$ cat src/hdl/packet_pool_and_queue_manager_unit_macros.svh
// assertion macros for the packet pool and queue manager
`ifndef PACKET_POOL_AND_QUEUE_MANAGER_UNIT_MACROS_SVH
`define PACKET_POOL_AND_QUEUE_MANAGER_UNIT_MACROS_SVH

// condition holds at every clock edge out of reset
`define PPQM_ASSERT_ALWAYS(lbl, cond, msg) \
   lbl: assert property (@(posedge clock) disable iff (reset) (cond)) else $error(msg);

// consequence holds in the same cycle as the antecedent
`define PPQM_ASSERT_IMP(lbl, ante, cons, msg) \
   lbl: assert property (@(posedge clock) disable iff (reset) (ante) |-> (cons)) else $error(msg);

// consequence holds in the cycle after the antecedent
`define PPQM_ASSERT_NEXT(lbl, ante, cons, msg) \
   lbl: assert property (@(posedge clock) disable iff (reset) (ante) |=> (cons)) else $error(msg);

`endif

$ cat src/hdl/ppqm_pkg.sv
// shared constants and codes for the packet pool and queue manager
package ppqm_pkg;

   localparam int POOL_SLOTS  = 16;
   localparam int QUEUE_DEPTH = 16;

   // fixed field widths
   localparam int OPCODE_W = 3;
   localparam int IDX_W    = 4;
   localparam int STATUS_W = 3;
   localparam int COUNT_W  = 5;
   localparam int CAP_W    = 5;
   localparam int POLICY_W = 2;
   localparam int CSR_IDX_W  = 1;
   localparam int CSR_DATA_W = 5;

   // register indexes
   localparam logic [CSR_IDX_W-1:0] CSR_QUEUE_CAPACITY = 1'd0;
   localparam logic [CSR_IDX_W-1:0] CSR_DROP_POLICY    = 1'd1;

   // reset values
   localparam logic [CAP_W-1:0]    CAPACITY_RESET = 5'd16;
   localparam logic [POLICY_W-1:0] POLICY_RESET   = 2'd0;

   typedef enum logic [OPCODE_W-1:0] {
      OP_ALLOC = 3'd0,
      OP_FREE  = 3'd1,
      OP_PUSH  = 3'd2,
      OP_PEEK  = 3'd3,
      OP_POP   = 3'd4
   } opcode_type;

   typedef enum logic [STATUS_W-1:0] {
      ST_OK        = 3'd0,
      ST_EMPTY     = 3'd1,
      ST_OVERFLOW  = 3'd2,
      ST_NO_FREE   = 3'd3,
      ST_FREE_FULL = 3'd4
   } status_type;

   typedef enum logic [POLICY_W-1:0] {
      POL_ERROR      = 2'd0,
      POL_DROP_OLD   = 2'd1,
      POL_DROP_NEW   = 2'd2,
      POL_ERROR_ALT  = 2'd3
   } policy_type;

endpackage

$ cat src/hdl/packet_pool_and_queue_manager_unit.sv
// Packet pool and queue manager: LIFO free list of slots plus a ring queue of slots.
// A request is taken in S_IDLE, where both memories are read, and runs in S_EXEC, where
// its response is registered once the output is free; after a capacity change leaves the
// head or count too far out for one subtraction, push and pop first run the ring index
// through a 6-step modulo unit in S_MOD. No new request is taken until the last commits.
// Reset (synchronous): free list full, queue empty, capacity 16, drop policy 0.
`include "packet_pool_and_queue_manager_unit_macros.svh"

module packet_pool_and_queue_manager_unit (
   input  logic                                 clock,
   input  logic                                 reset,
   input  logic                                 req_valid,
   output logic                                 req_stall,
   input  logic [ppqm_pkg::OPCODE_W-1:0]        req_opcode,
   input  logic [ppqm_pkg::IDX_W-1:0]           req_slot_index,
   output logic                                 rsp_valid,
   input  logic                                 rsp_stall,
   output logic [ppqm_pkg::STATUS_W-1:0]        rsp_status,
   output logic [ppqm_pkg::IDX_W-1:0]           rsp_result_index,
   output logic                                 rsp_dropped_valid,
   output logic [ppqm_pkg::IDX_W-1:0]           rsp_dropped_index,
   output logic [ppqm_pkg::COUNT_W-1:0]         rsp_free_slots,
   output logic [ppqm_pkg::COUNT_W-1:0]         rsp_queue_count,
   input  logic                                 csr_wr_en,
   input  logic [ppqm_pkg::CSR_IDX_W-1:0]       csr_index,
   input  logic [ppqm_pkg::CSR_DATA_W-1:0]      csr_wr_data
);

   localparam int PADDR_W = $clog2(ppqm_pkg::POOL_SLOTS);
   localparam int QPTR_W  = (ppqm_pkg::QUEUE_DEPTH > 1) ? $clog2(ppqm_pkg::QUEUE_DEPTH) : 1;
   localparam int FCNT_W  = $clog2(ppqm_pkg::POOL_SLOTS + 1);
   localparam int QCNT_W  = $clog2(ppqm_pkg::QUEUE_DEPTH + 1);
   localparam int SUM_W   = QCNT_W + 1;
   localparam int DIV_W   = SUM_W + QCNT_W;
   localparam int STEP_W  = $clog2(SUM_W);

   typedef enum logic [1:0] {
      S_IDLE,
      S_EXEC,
      S_MOD
   } state_type;

   state_type                           state_ff;
   logic [FCNT_W-1:0]                   free_count_ff;
   logic [QPTR_W-1:0]                   queue_head_ff;
   logic [QCNT_W-1:0]                   queue_len_ff;
   logic [ppqm_pkg::CAP_W-1:0]          capacity_ff;
   logic [ppqm_pkg::POLICY_W-1:0]       policy_ff;
   logic [ppqm_pkg::OPCODE_W-1:0]       op_ff;
   logic [ppqm_pkg::IDX_W-1:0]          slot_ff;
   logic                                mod_ready_ff;
   logic [SUM_W-1:0]                    mod_a_ff;
   logic [SUM_W-1:0]                    mod_b_ff;
   logic [STEP_W-1:0]                   mod_step_ff;

   logic                                rsp_valid_ff;
   logic [ppqm_pkg::STATUS_W-1:0]       rsp_status_ff;
   logic [ppqm_pkg::IDX_W-1:0]          rsp_result_ff;
   logic                                rsp_dropped_valid_ff;
   logic [ppqm_pkg::IDX_W-1:0]          rsp_dropped_index_ff;
   logic [ppqm_pkg::COUNT_W-1:0]        rsp_free_slots_ff;
   logic [ppqm_pkg::COUNT_W-1:0]        rsp_queue_count_ff;

   // memories and their registered read ports
   logic [ppqm_pkg::IDX_W-1:0]          stack_mem [ppqm_pkg::POOL_SLOTS];
   logic [ppqm_pkg::POOL_SLOTS-1:0]     stack_written_ff;
   logic [ppqm_pkg::IDX_W-1:0]          stack_rd_ff;
   logic                                stack_rd_written_ff;
   logic [PADDR_W-1:0]                  stack_raddr_ff;
   logic [ppqm_pkg::IDX_W-1:0]          ring_mem [ppqm_pkg::QUEUE_DEPTH];
   logic [ppqm_pkg::IDX_W-1:0]          ring_rd_ff;

   logic                                req_accept;
   logic                                out_free;
   logic [QCNT_W-1:0]                   eff_cap;
   logic [SUM_W-1:0]                    twice_cap;
   logic [SUM_W-1:0]                    cap_ext;
   logic [SUM_W-1:0]                    sum_a;
   logic [SUM_W-1:0]                    sum_b;
   logic [SUM_W-1:0]                    fast_a;
   logic [SUM_W-1:0]                    fast_b;
   logic [QPTR_W-1:0]                   head_mod;
   logic [QPTR_W-1:0]                   tail_mod;
   logic [DIV_W-1:0]                    div_shift;
   logic [PADDR_W-1:0]                  stack_raddr;
   logic [ppqm_pkg::IDX_W-1:0]          stack_top;
   logic                                free_full;
   logic                                queue_full;
   logic                                uses_mod;
   logic                                need_slow;
   logic                                commit;

   logic [ppqm_pkg::STATUS_W-1:0]       status_in;
   logic [ppqm_pkg::IDX_W-1:0]          result_in;
   logic                                dropped_valid_in;
   logic [ppqm_pkg::IDX_W-1:0]          dropped_index_in;
   logic [FCNT_W-1:0]                   free_count_in;
   logic [QCNT_W-1:0]                   queue_len_in;
   logic [QPTR_W-1:0]                   queue_head_in;
   logic                                stack_wr;
   logic [ppqm_pkg::IDX_W-1:0]          stack_wdata;
   logic                                ring_wr;

   assign req_stall  = (state_ff != S_IDLE);
   assign req_accept = req_valid && !req_stall;
   assign out_free   = !rsp_valid_ff || !rsp_stall;

   assign rsp_valid         = rsp_valid_ff;
   assign rsp_status        = rsp_status_ff;
   assign rsp_result_index  = rsp_result_ff;
   assign rsp_dropped_valid = rsp_dropped_valid_ff;
   assign rsp_dropped_index = rsp_dropped_index_ff;
   assign rsp_free_slots    = rsp_free_slots_ff;
   assign rsp_queue_count   = rsp_queue_count_ff;

   // capacity of 0 acts as 1, anything above the ring depth as the depth
   always_comb begin
      if (capacity_ff == '0) begin
         eff_cap = QCNT_W'(1);
      end else if (capacity_ff > ppqm_pkg::CAP_W'(ppqm_pkg::QUEUE_DEPTH)) begin
         eff_cap = QCNT_W'(ppqm_pkg::QUEUE_DEPTH);
      end else begin
         eff_cap = QCNT_W'(capacity_ff);
      end
   end

   assign cap_ext   = SUM_W'(eff_cap);
   assign twice_cap = {eff_cap, 1'b0};
   assign sum_a     = SUM_W'(queue_head_ff) + SUM_W'(1);
   assign sum_b     = SUM_W'(queue_head_ff) + SUM_W'(queue_len_ff);
   assign fast_a    = (sum_a >= cap_ext) ? sum_a - cap_ext : sum_a;
   assign fast_b    = (sum_b >= cap_ext) ? sum_b - cap_ext : sum_b;
   assign head_mod  = mod_ready_ff ? QPTR_W'(mod_a_ff) : QPTR_W'(fast_a);
   assign tail_mod  = mod_ready_ff ? QPTR_W'(mod_b_ff) : QPTR_W'(fast_b);
   assign div_shift = DIV_W'(eff_cap) << mod_step_ff;

   assign stack_raddr = PADDR_W'(free_count_ff - FCNT_W'(1));
   // an entry never written reads as its own address, the free list's reset value
   assign stack_top   = stack_rd_written_ff ? stack_rd_ff : ppqm_pkg::IDX_W'(stack_raddr_ff);
   assign free_full   = (free_count_ff >= FCNT_W'(ppqm_pkg::POOL_SLOTS));
   assign queue_full  = (queue_len_ff >= eff_cap);

   assign uses_mod  = (op_ff == ppqm_pkg::OP_PUSH) || (op_ff == ppqm_pkg::OP_POP);
   // one compare-subtract is enough unless a capacity change left the indices far out
   assign need_slow = uses_mod && !mod_ready_ff &&
                      !((sum_a < twice_cap) && (sum_b < twice_cap));
   assign commit    = (state_ff == S_EXEC) && !need_slow && out_free;

   always_comb begin
      status_in        = ppqm_pkg::ST_OK;
      result_in        = '0;
      dropped_valid_in = 1'b0;
      dropped_index_in = '0;
      free_count_in    = free_count_ff;
      queue_len_in     = queue_len_ff;
      queue_head_in    = queue_head_ff;
      stack_wr         = 1'b0;
      stack_wdata      = slot_ff;
      ring_wr          = 1'b0;
      case (op_ff)
         ppqm_pkg::OP_ALLOC: begin
            if (free_count_ff == '0) begin
               status_in = ppqm_pkg::ST_NO_FREE;
            end else begin
               free_count_in = free_count_ff - FCNT_W'(1);
               result_in     = stack_top;
            end
         end
         ppqm_pkg::OP_FREE: begin
            if (free_full) begin
               status_in = ppqm_pkg::ST_FREE_FULL;
            end else begin
               stack_wr      = 1'b1;
               free_count_in = free_count_ff + FCNT_W'(1);
            end
         end
         ppqm_pkg::OP_PUSH: begin
            if (!queue_full) begin
               ring_wr      = 1'b1;
               queue_len_in = queue_len_ff + QCNT_W'(1);
            end else if (policy_ff == ppqm_pkg::POL_DROP_OLD) begin
               if (free_full) begin
                  status_in = ppqm_pkg::ST_FREE_FULL;
               end else begin
                  // oldest goes back to the free list, pushed slot lands at the tail
                  stack_wr         = 1'b1;
                  stack_wdata      = ring_rd_ff;
                  free_count_in    = free_count_ff + FCNT_W'(1);
                  ring_wr          = 1'b1;
                  queue_head_in    = (queue_len_ff == QCNT_W'(1)) ? '0 : head_mod;
                  dropped_valid_in = 1'b1;
                  dropped_index_in = ring_rd_ff;
               end
            end else if (policy_ff == ppqm_pkg::POL_DROP_NEW) begin
               if (free_full) begin
                  status_in = ppqm_pkg::ST_FREE_FULL;
               end else begin
                  stack_wr         = 1'b1;
                  free_count_in    = free_count_ff + FCNT_W'(1);
                  dropped_valid_in = 1'b1;
                  dropped_index_in = slot_ff;
               end
            end else begin
               status_in = ppqm_pkg::ST_OVERFLOW;
            end
         end
         ppqm_pkg::OP_PEEK: begin
            if (queue_len_ff == '0) begin
               status_in = ppqm_pkg::ST_EMPTY;
            end else begin
               result_in = ring_rd_ff;
            end
         end
         ppqm_pkg::OP_POP: begin
            if (queue_len_ff == '0) begin
               status_in = ppqm_pkg::ST_EMPTY;
            end else begin
               result_in     = ring_rd_ff;
               queue_len_in  = queue_len_ff - QCNT_W'(1);
               queue_head_in = (queue_len_ff == QCNT_W'(1)) ? '0 : head_mod;
            end
         end
         default: begin
         end
      endcase
   end

   // sequencer, counters, configuration and response register
   always_ff @(posedge clock) begin
      if (reset) begin
         state_ff      <= S_IDLE;
         free_count_ff <= FCNT_W'(ppqm_pkg::POOL_SLOTS);
         queue_head_ff <= '0;
         queue_len_ff  <= '0;
         capacity_ff   <= ppqm_pkg::CAPACITY_RESET;
         policy_ff     <= ppqm_pkg::POLICY_RESET;
         mod_ready_ff  <= 1'b0;
         rsp_valid_ff  <= 1'b0;
      end else begin
         if (csr_wr_en) begin
            case (csr_index)
               ppqm_pkg::CSR_QUEUE_CAPACITY: capacity_ff <= ppqm_pkg::CAP_W'(csr_wr_data);
               ppqm_pkg::CSR_DROP_POLICY:    policy_ff <= ppqm_pkg::POLICY_W'(csr_wr_data);
               default: begin
               end
            endcase
         end
         if (rsp_valid_ff && !rsp_stall && !commit) begin
            rsp_valid_ff <= 1'b0;
         end
         case (state_ff)
            S_IDLE: begin
               if (req_accept) begin
                  op_ff    <= req_opcode;
                  slot_ff  <= req_slot_index;
                  state_ff <= S_EXEC;
               end
            end
            S_EXEC: begin
               if (need_slow) begin
                  mod_a_ff    <= sum_a;
                  mod_b_ff    <= sum_b;
                  mod_step_ff <= STEP_W'(SUM_W - 1);
                  state_ff    <= S_MOD;
               end else if (out_free) begin
                  rsp_valid_ff         <= 1'b1;
                  rsp_status_ff        <= status_in;
                  rsp_result_ff        <= result_in;
                  rsp_dropped_valid_ff <= dropped_valid_in;
                  rsp_dropped_index_ff <= dropped_index_in;
                  rsp_free_slots_ff    <= ppqm_pkg::COUNT_W'(free_count_in);
                  rsp_queue_count_ff   <= ppqm_pkg::COUNT_W'(queue_len_in);
                  free_count_ff        <= free_count_in;
                  queue_len_ff         <= queue_len_in;
                  queue_head_ff        <= queue_head_in;
                  mod_ready_ff         <= 1'b0;
                  state_ff             <= S_IDLE;
               end
            end
            S_MOD: begin
               // restoring remainder, one shifted capacity per cycle on both operands
               if (DIV_W'(mod_a_ff) >= div_shift) begin
                  mod_a_ff <= SUM_W'(DIV_W'(mod_a_ff) - div_shift);
               end
               if (DIV_W'(mod_b_ff) >= div_shift) begin
                  mod_b_ff <= SUM_W'(DIV_W'(mod_b_ff) - div_shift);
               end
               if (mod_step_ff == '0) begin
                  mod_ready_ff <= 1'b1;
                  state_ff     <= S_EXEC;
               end else begin
                  mod_step_ff <= mod_step_ff - STEP_W'(1);
               end
            end
            default: begin
               state_ff <= S_IDLE;
            end
         endcase
      end
   end

   // reads happen only on request accept and writes only on commit, so they never collide
   always_ff @(posedge clock) begin
      if (commit && stack_wr) begin
         stack_mem[PADDR_W'(free_count_ff)] <= stack_wdata;
      end
      if (req_accept) begin
         stack_rd_ff    <= stack_mem[stack_raddr];
         stack_raddr_ff <= stack_raddr;
      end
   end

   always_ff @(posedge clock) begin
      if (reset) begin
         stack_written_ff    <= '0;
         stack_rd_written_ff <= 1'b0;
      end else begin
         if (commit && stack_wr) begin
            stack_written_ff[PADDR_W'(free_count_ff)] <= 1'b1;
         end
         if (req_accept) begin
            stack_rd_written_ff <= stack_written_ff[stack_raddr];
         end
      end
   end

   always_ff @(posedge clock) begin
      if (commit && ring_wr) begin
         ring_mem[tail_mod] <= slot_ff;
      end
      if (req_accept) begin
         ring_rd_ff <= ring_mem[queue_head_ff];
      end
   end

   `PPQM_ASSERT_ALWAYS(a_free_count_bound, free_count_ff <= FCNT_W'(ppqm_pkg::POOL_SLOTS), "free count beyond pool size")
   `PPQM_ASSERT_ALWAYS(a_queue_len_bound, queue_len_ff <= QCNT_W'(ppqm_pkg::QUEUE_DEPTH), "queue length beyond ring depth")
   `PPQM_ASSERT_NEXT(a_accept_starts_exec, req_accept, state_ff == S_EXEC, "accepted request did not start execution")
   `PPQM_ASSERT_IMP(a_mod_not_ready_in_iter, state_ff == S_MOD, !mod_ready_ff, "modulo result flagged ready mid iteration")
   `PPQM_ASSERT_IMP(a_empty_means_zero, rsp_valid_ff && (rsp_status_ff == ppqm_pkg::ST_EMPTY), rsp_queue_count_ff == '0, "empty status with queued entries")

endmodule

$ cat config.mk
export PLATFORM = sky130hd
export DESIGN_NAME = packet_pool_and_queue_manager_unit
export DESIGN_NICKNAME = d
export VERILOG_FILES = /design/src/hdl/ppqm_pkg.sv /design/src/hdl/packet_pool_and_queue_manager_unit.sv
export VERILOG_INCLUDE_DIRS = /design/src /design/src/hdl
export SDC_FILE = /design/constraint.sdc
export NUM_CORES = 1
export LEC_CHECK = 0
export BUFFER_PORTS_ARGS = -buffer_cell sky130_fd_sc_hd__buf_2
export CAP_MARGIN = 20
export CORE_AREA = 2 2 200 202
export DETAILED_ROUTE_END_ITERATION = 12
export DIE_AREA = 0 0 202 204
export HOLD_SLACK_MARGIN = 0.02
export SLEW_MARGIN = 10
export SYNTH_ARGS = -nofsm -noshare
export SYNTH_HDL_FRONTEND = slang
export SYNTH_SLANG_ARGS = --single-unit
$ cat constraint.sdc
create_clock -name clock -period 10.4 [get_ports clock]
set_input_delay 1.56 -clock clock [delete_from_list [all_inputs] [get_ports clock]]
set_output_delay 1.56 -clock clock [all_outputs]
set_load 0.05 [all_outputs]
==> impl_metrics.ini <==
[worst_hold_path]
hp-start = stack_written_ff[1]
holdPathEnd = stack_written_ff[1]
worst_hold_path_type = flop to flop
worstHoldPathCells = 1

[floorplanning]
core_area_um2 = 39180
die_w_um = 202
io-pin-count = 42
die-area_um2 = 41210
fp.dieH_um = 204
initial_core_util = 0.2965
row_count = 73

[layout]
fillCellCount = 3791
drive_gt1_frac = 0.1827
nNetsFinal = 1012
syn_to_final_growth_pct = 13.63

[grt]
track_usage = 0.1344
grt_max_degree = 29
antenna_found_initial = 0
grt_pass1_vias = 7414
grt_pass1_wl_um = 43570
grt_overflow = 0

[clock_network]
clkTransAtPathRegs_ns = 0.07
cts_buffers = 25
ctsLongestPathBuffers = 3
cts-resized-gates = 0
post-cts-setup-buffer-count = 0
hold_buffers = 0
clk_latency_ns = 0.53
cts_tree = done
cts.htree.levels = 1
cts.sink_count = 226
cts-root-buf = clkbuf_16

[pwr]
p_sw_frac = 0.2433
power.density_nw_per_um2 = 165.4
intPower_mw = 1.652
power_mw = 2.183
irDropWorstVdd_mv = 0.09758
p_comb_frac = 0.103
p_seq_frac = 0.472
clockPowerShare = 0.425
p_sw_uw = 531.2
power.leakage_nw = 4.477

[critical_path]
crit_type = flop to flop
cp.required_ns = 10.55
worstSetupStartpointType = flop
crit_chain = ha_1 -> a21o_1 -> a21oi_1 -> xor2_1 -> inv_1 -> ha_1 -> a2111o_1 -> o22ai_1 -> a221oi_4 -> or2_1 -> a21o_1 -> nor4_1
r2r_slack_ns = 5.48
rr_endpoint = stack_mem[2][3]
cp-end-kind = flop
critPathSlowestCell = dfxtp_1
reg2reg_from = queue_head_ff[1]
slowest_delay_ns = 0.93
cp_top_family = compound AO/OA/AOI/OAI gates
crit_arrival_ns = 5.07
crit_buf_inv = 1
cp_max_fo = 21
rr_worst_depth = 12

[synthesis]
synthArstFlopShare = 0
synth_top_area_share = 0.4756
syn-cell-area_um2 = 11620
yosysWarningCount = 0
synth.most_common_cell = edfxtp_1
synth_edf_count = 184
synth_area_per_cell_um2 = 12.77
synthTopCellsByCount = edfxtp_1, nor2_1, nand2_1, ha_1, a21oi_1
syn_nets = 983
synth_seq_cells = 226
synth_area_leaders = edfxtp_1, mux4_2, dfxtp_1, ha_1, nor2_1
yosys.area.top_type = edfxtp_1
netlist_instances = 910
yosysSeqAreaShare = 0.5479
yosysUniqueCellTypes = 83
synth_flop_cell = edfxtp_1

[detailed_routing]
first_pass_iters = 5
drt-initial-drc-count = 624
post-route-drc-count = 0
routed_wl_um = 27900
vias = 7623
vias_per_cell = 5.137
antenna_left = 0
wl_per_cell_um = 18.80

[sta]
setup_viol = 0
finalCritPeriodShare = 0.4733
fin_worst_skew_ns = 0.02091
max_slew.worst_pin.slew_ns = 1.022
fin_crit_ns = 4.922
hold_viol = 0
rsz0062_at_grt = false
clock.fmax_mhz = 203.2
setup_tns_ns = 0
slew_headroom = 0.3159
maxSlewViolCount = 0

[placement]
dpl.hpwl_um = 19900
gp_congestion = 0.8452
portBuffers = 41

[status]
status = completed

[job]
drv_cap = 0
-- cell usage in the layout (no fill, tap or decap), drive strengths merged, types with 12 or more instances in the layout --
cell,count
o2bb2ai,14
edfxtp,184
o21ai,35
nand2b,13
mux2i,16
clkbuf,34
mux4,45
buf,45
nand2,56
nand3,18
xnor2,14
a21oi,47
inv,51
nor2,91
nor3,12
ha,50
a21o,12
dfxtp,42
-- sequential cells by signal, summed over array words and instances (netlist names), 5 cells and up --
| signal | flops |
|---|---|
| free_count_ff | 5 |
| ring_mem | 64 |
| rsp_queue_count | 5 |
| capacity_ff | 5 |
| stack_written_ff | 16 |
| mod_a_ff | 6 |
| mod_b_ff | 6 |
| queue_len_ff | 5 |
| rsp_free_slots | 5 |
| stack_mem | 64 |
-- worst max path at each step --
stage	from	to	slack [ns]	depth (start not counted)
finish	queue_head_ff[1]	stack_mem[2][3]	5.48	12
global route	queue_head_ff[1]	stack_mem[2][3]	5.11	13
CTS	queue_head_ff[1]	rsp_result_index[0]	5.43	11
detailed placement	queue_head_ff[1]	rsp_queue_count[1]	5.45	11
global placement	queue_head_ff[1]	rsp_queue_count[1]	5.58	11
floorplan	queue_len_ff[0]	rsp_dropped_index[0]	6.17	13
-- power groups by stage --
stage | clock (mW) | combinational, mW | sequential [mW]
global route | 0.985 | 0.243 | 1.03
finish | 0.929 | 0.225 | 1.03
global placement | 0 | 0.220 | 1.05
CTS | 0.950 | 0.223 | 1.03
floorplan | 0 | 0.157 | 1.05
detailed placement | 0 | 0.222 | 1.05
-- stage by stage --
step	instances	setup slack, ns	hold slack, ns	cell area (um^2)	util
after CTS	1481	5.431	0.4591	13180	0.3363
after floorplan	910	6.171	0.4271	11620	-
after detailed placement	1435	5.454	0.4420	12310	0.3142
after global placement	1435	5.578	0.4401	12310	0.3142
after global routing	1483	5.110	0.4691	13200	0.3369
final	1484	5.478	0.4561	13200	0.3369
-- worst reg2reg max path, delay by kind of cell (launching register included) --
| family | cells | cell delay, ns |
|---|---|---|
| AO/OA/AOI/OAI | 6 | 1.41 |
| XOR/XNOR | 1 | 0.25 |
| adder cells (fa/ha/maj) | 2 | 0.68 |
| buffers and inverters | 1 | 0.10 |
| flip-flops | 1 | 0.93 |
| AND/OR/NAND/NOR | 2 | 1.17 |
-- layer usage --
metal,track usage,share of wire,vias up
met5,0,0,-
met4,0.03335,0.016,0
met3,0.01722,0.053,34
met2,0.2199,0.48,246
met1,0.1892,0.46,3788
li1,-,-,3555
-- cells by family after synthesis --
logic type,count (synthesis),share of synthesized area
compound gates,207,0.1316
fa+ha+maj,57,0.06418
buf+inv,93,0.03284
simple gates,237,0.09843
flops,226,0.5479
mux,68,0.1078
xor+xnor,22,0.01723
-- cell type report --
type | instances | area (um^2) | area share
well taps | 525 | 656.9 | 0.04975
inverters | 49 | 186.4 | 0.01412
diodes | 1 | 2.502 | 0.0001895
multi-input cells | 591 | 4873 | 0.3691
flip-flops and latches | 226 | 6366 | 0.4822
repair buffers | 46 | 250.2 | 0.01895
clock inverters | 13 | 181.4 | 0.01374
clock buffers | 33 | 685.7 | 0.05193
Power figures use the tool's default switching activity.
